==> config.mk <==
export PLATFORM = sky130hd
export DESIGN_NAME = tea_half_round
export DESIGN_NICKNAME = d
export VERILOG_FILES = /design/src/rtl/tea_pkg.sv /design/src/rtl/tea_half_round.sv
export SDC_FILE = /design/constraint.sdc
export NUM_CORES = 1
export LEC_CHECK = 0
export CORE_MARGIN = 8
export CORE_UTILIZATION = 45
export DETAILED_ROUTE_END_ITERATION = 8
export DONT_BUFFER_PORTS = 1
export PLACE_DENSITY = 0.58
export SLEW_MARGIN = 30
export SYNTH_ARGS = -nofsm -noshare
export SYNTH_HDL_FRONTEND = slang
export SYNTH_SLANG_ARGS = --single-unit
==> constraint.sdc <==
create_clock -name clock -period 10.61 [get_ports clock]
set_input_delay 1.061 -clock clock [delete_from_list [all_inputs] [get_ports clock]]
set_output_delay 1.061 -clock clock [all_outputs]
set_load 0.01 [all_outputs]
==> src/rtl/tea_pkg.sv <==
// Shared types, constants and the round mix function for the TEA cipher unit.
// No dependencies; imported by tea_half_round and tea_block_cipher_unit.
package tea_pkg;

   localparam logic [31:0] DELTA = 32'h9e37_79b9;

   localparam logic CMD_ENCRYPT = 1'b0;
   localparam logic CMD_DECRYPT = 1'b1;

   localparam int          CSR_INDEX_W = 2;
   localparam logic [1:0]  CSR_KEY_A   = 2'd0;
   localparam logic [1:0]  CSR_KEY_B   = 2'd1;
   localparam logic [1:0]  CSR_KEY_C   = 2'd2;
   localparam logic [1:0]  CSR_KEY_D   = 2'd3;

   typedef struct packed {
      logic [31:0] k0;
      logic [31:0] k1;
      logic [31:0] k2;
      logic [31:0] k3;
   } key_type;

   typedef struct packed {
      logic        valid;
      logic        cmd;
      logic [31:0] first;
      logic [31:0] second;
   } stage_type;

   function automatic logic [31:0] tea_mix(input logic [31:0] w, input logic [31:0] sum,
                                           input logic [31:0] ka, input logic [31:0] kb);
      tea_mix = ((w << 4) + ka) ^ (w + sum) ^ ((w >> 5) + kb);
   endfunction

endpackage

==> src/rtl/tea_half_round.sv <==
// One pipeline stage of the TEA cipher: half of a round, updating one word.
// Depends on tea_pkg for the stage/key types and the mix function.
module tea_half_round
   import tea_pkg::*;
#(
   parameter logic [31:0] SUM_ENC     = 32'h0,
   parameter logic [31:0] SUM_DEC     = 32'h0,
   parameter bit          SECOND_HALF = 1'b0
) (
   input  logic      clock,
   input  logic      reset,
   input  key_type   key,
   input  stage_type stage_in,
   output stage_type stage_out
);

   logic        upd_first;
   logic [31:0] src;
   logic [31:0] dst;
   logic [31:0] ka;
   logic [31:0] kb;
   logic [31:0] sum;
   logic [31:0] mixed;
   logic [31:0] res;

   logic        valid_ff;
   logic        valid_in;
   logic        cmd_ff;
   logic [31:0] first_ff;
   logic [31:0] second_ff;
   logic [31:0] first_in;
   logic [31:0] second_in;

   // encrypt touches the first word in its first half, decrypt in its second
   assign upd_first = (stage_in.cmd == CMD_ENCRYPT) ? !SECOND_HALF : SECOND_HALF;

   always_comb begin
      src   = upd_first ? stage_in.second : stage_in.first;
      dst   = upd_first ? stage_in.first  : stage_in.second;
      ka    = upd_first ? key.k0 : key.k2;
      kb    = upd_first ? key.k1 : key.k3;
      sum   = (stage_in.cmd == CMD_ENCRYPT) ? SUM_ENC : SUM_DEC;
      mixed = tea_mix(src, sum, ka, kb);
      res   = (stage_in.cmd == CMD_ENCRYPT) ? dst + mixed : dst - mixed;
   end

   assign valid_in  = stage_in.valid;
   assign first_in  = upd_first ? res : stage_in.first;
   assign second_in = upd_first ? stage_in.second : res;

   always_ff @(posedge clock) begin
      if (reset) begin
         valid_ff <= 1'b0;
      end else begin
         valid_ff <= valid_in;
      end
   end

   always_ff @(posedge clock) begin
      cmd_ff    <= stage_in.cmd;
      first_ff  <= first_in;
      second_ff <= second_in;
   end

   assign stage_out = '{valid: valid_ff, cmd: cmd_ff, first: first_ff, second: second_ff};

   a_valid_tracks: assert property (@(posedge clock) disable iff (reset)
      !$past(reset) |-> valid_ff == $past(stage_in.valid))
      else $error("stage valid lost or invented");

   a_cmd_tracks: assert property (@(posedge clock) disable iff (reset)
      valid_ff && !$past(reset) |-> cmd_ff == $past(stage_in.cmd))
      else $error("stage command corrupted");

   a_one_word: assert property (@(posedge clock) disable iff (reset)
      valid_ff && !$past(reset) |->
         (first_ff == $past(stage_in.first)) || (second_ff == $past(stage_in.second)))
      else $error("stage changed both words");

endmodule

==> results.cfg <==
[sta]
tightestPinTransition_ps = 782
fin_ws_ps = 2830
relSlewSlack_pct = 47.3
report.final.slew_viol_count = 0
final_hold_viol_count = 0
grt_setup_unrepaired = false
timing.hold.ws_ps = 769
fmax_mhz = 129
fin_crit_ps = 7780
post-route-period-util_pct = 73.3
setup_violations = 0
finalSetupTns_ps = 0

[critical_path]
crit_required_ps = 10850
crit_slowest_cell = a2111oi_1
arrival_ps = 8020
cp-start-kind = input pin
worstPathMaxFanout = 222
end_kind = flop
crit_path_frequent_cell = xnor2_1
slowest_delay_ps = 590
path_class = input pin to flop

[finish]
fillers = 1981
multi_input_area_um2 = 7390
fin_cells = 1357
antenna_cells = 0
register_area_um2 = 1320
syn2layout_area_growth_pct = 5.27
drive_gt1_share_pct = 13.0
final_nets = 1372

[synthesis]
syn_inst = 1110
yosysTopAreaCell = dfxtp_1
avgSynthCellArea_um2 = 8.10
ys_top_cells_by_area = dfxtp_1 (15%), ha_1 (12%), xnor2_1 (12%), mux2_2 (11%), a21oi_1 (5.0%)
synth-main-ff-cell = dfxtp_1
ys_seq_elements = 66
synth.net_count = 1395
synth_commonest_cells = xnor2_1 (119), a21oi_1 (89), nand2_1 (89), mux2_2 (88), o21ai_0 (87)
netlist_area_um2 = 9000
synth-edff-count = 0
synth_most_common_cell = xnor2_1
yosysTopAreaCellShare_pct = 14.7
synth.distinct_cells = 79
synthArstFlopShare_pct = 0
yosys_warnings = 0
ys_seq_area_share_pct = 14.7

[drt]
wl_met1_um = 13200
drc = 0
first_pass_iters = 5
wl_per_cell_um = 19.8
wl_met2_um = 11500
drt_first_iter_violations = 530
via_count = 7879
routed_via_density = 5.81
drt-total-wl_um = 26900
dr.max_layer_used = met4
met3_wirelength_um = 1880
drtAntennaViolNets = 0

[clock_tree]
cts.repair.resized = 0
hold_buffers = 0
cts_tree = built
clkSinkCount = 66
cts_setup_buffers = 0
cts_buffers = 9
cts_root_buf = clkbuf_16
max-clock-path-buffers = 2
htreeDepth = 3
clk_pin_slew_worst_paths_ps = 60

[place]
portBuffers = 0
post-place-ws_ps = 2650
gp_congestion = 0.876
place_inst = 1341
dp_hpwl_um = 22900

[global_route]
overflow = 0
grt_max_degree = 223
antenna_found_initial = 0
grt_use_total_pct = 20.6
grt_pass1_vias = 7522
grt_pass1_wl_um = 40200

[floorplan]
core_area_um2 = 19500
die-area_um2 = 24800
fp.dieH_um = 157
io-pin-count = 262
start_util_pct = 46.1
num_rows = 51
die_w_um = 157

[min_path]
min_path_type = input pin to flop

[power_and_ir_drop]
power_leakage_nw = 3.91
ir_drop_mv = 0.0967
power_density_nw_per_um2 = 257
total_power_mw = 2.43

[run_status]
outcome = finished, final reports clean

[job]
cap_viol_max_count = 0
==> cell usage in the layout, fill, tap and decap left out, types with 13 or more instances in the layout <==
| cell | n |
|---|---|
| xnor2_1 | 119 |
| nand2_1 | 89 |
| a21oi_1 | 89 |
| mux2_2 | 88 |
| o21ai_0 | 86 |
| ha_1 | 86 |
| dfxtp_1 | 66 |
| nor2_1 | 57 |
| xor2_1 | 50 |
| nor2b_1 | 35 |
| a21o_1 | 35 |
| inv_1 | 30 |
| o21bai_1 | 26 |
| nand2b_1 | 23 |
| nor3_1 | 19 |
| and3_1 | 16 |
| nand3_1 | 15 |
| a31oi_1 | 13 |
==> per-stage QoR <==
stage / instance area (um2) / util, %
2_1_floorplan: 9000 / -
3_3_place_gp: 9170 / 47.0
3_5_place_dp: 9170 / 47.0
4_1_cts: 9470 / 48.5
5_1_grt: 9470 / 48.5
6_report: 9470 / 48.5
==> power by group <==
part           switching, mW  leakage (nW)  internal (mW)
logic                  0.949          3.21          0.691
clock network          0.112         0.145          0.181
registers              0.117         0.556          0.381
==> sequential cells by signal, indices dropped and copies added, names as in the netlist <==
name / count
second_ff: 32
first_ff: 32
cmd_ff: 1
valid_ff: 1
==> area by class of cell <==
class | instances | area share, %
flip-flops and latches | 66 | 14.0
repair buffers | 2 | 0.159
inverters | 30 | 1.19
clock buffers | 9 | 2.38
multi-input cells | 978 | 78.1
well taps | 265 | 3.50
clock inverters | 7 | 0.740
==> per-layer routing <==
metal / vias up / track usage [%]
met1: 3613 / 29.6
li1: 3973 / -
met2: 271 / 31.4
met4: 0 / 5.17
met3: 22 / 2.93
met5: - / 0
==> kinds of logic (layout without fill, tap and decap cells) <==
logic type      Yosys count  count (layout)  share of synthesized area, %
buf+inv                  66              48                          3.13
xor+xnor                172             172                          17.2
flops                    66              66                          14.7
compound gates          333             333                          24.2
simple gates            290             290                          16.5
fa+ha+maj                89              89                          12.6
mux                      94              94                          11.7
==> worst max-delay path, delay by kind of cell <==
| kind | cells | cell delay [ps] |
|---|---|---|
| AOI/OAI and AO/OA | 8 | 2050 |
| buffers and inverters | 2 | 830 |
| xor gates and xnor gates | 4 | 600 |
| and+or+nand+nor | 11 | 2660 |
| adders and majority gates | 2 | 670 |
==> final timing paths <==
path / depth (start not counted) / slack [ps] / from / to
hold / removal: 0 / 770 / stage_in[64] / cmd_ff
setup / recovery: 27 / 2830 / stage_in[64] / first_ff[31]
(Power assumes the default switching activity.)
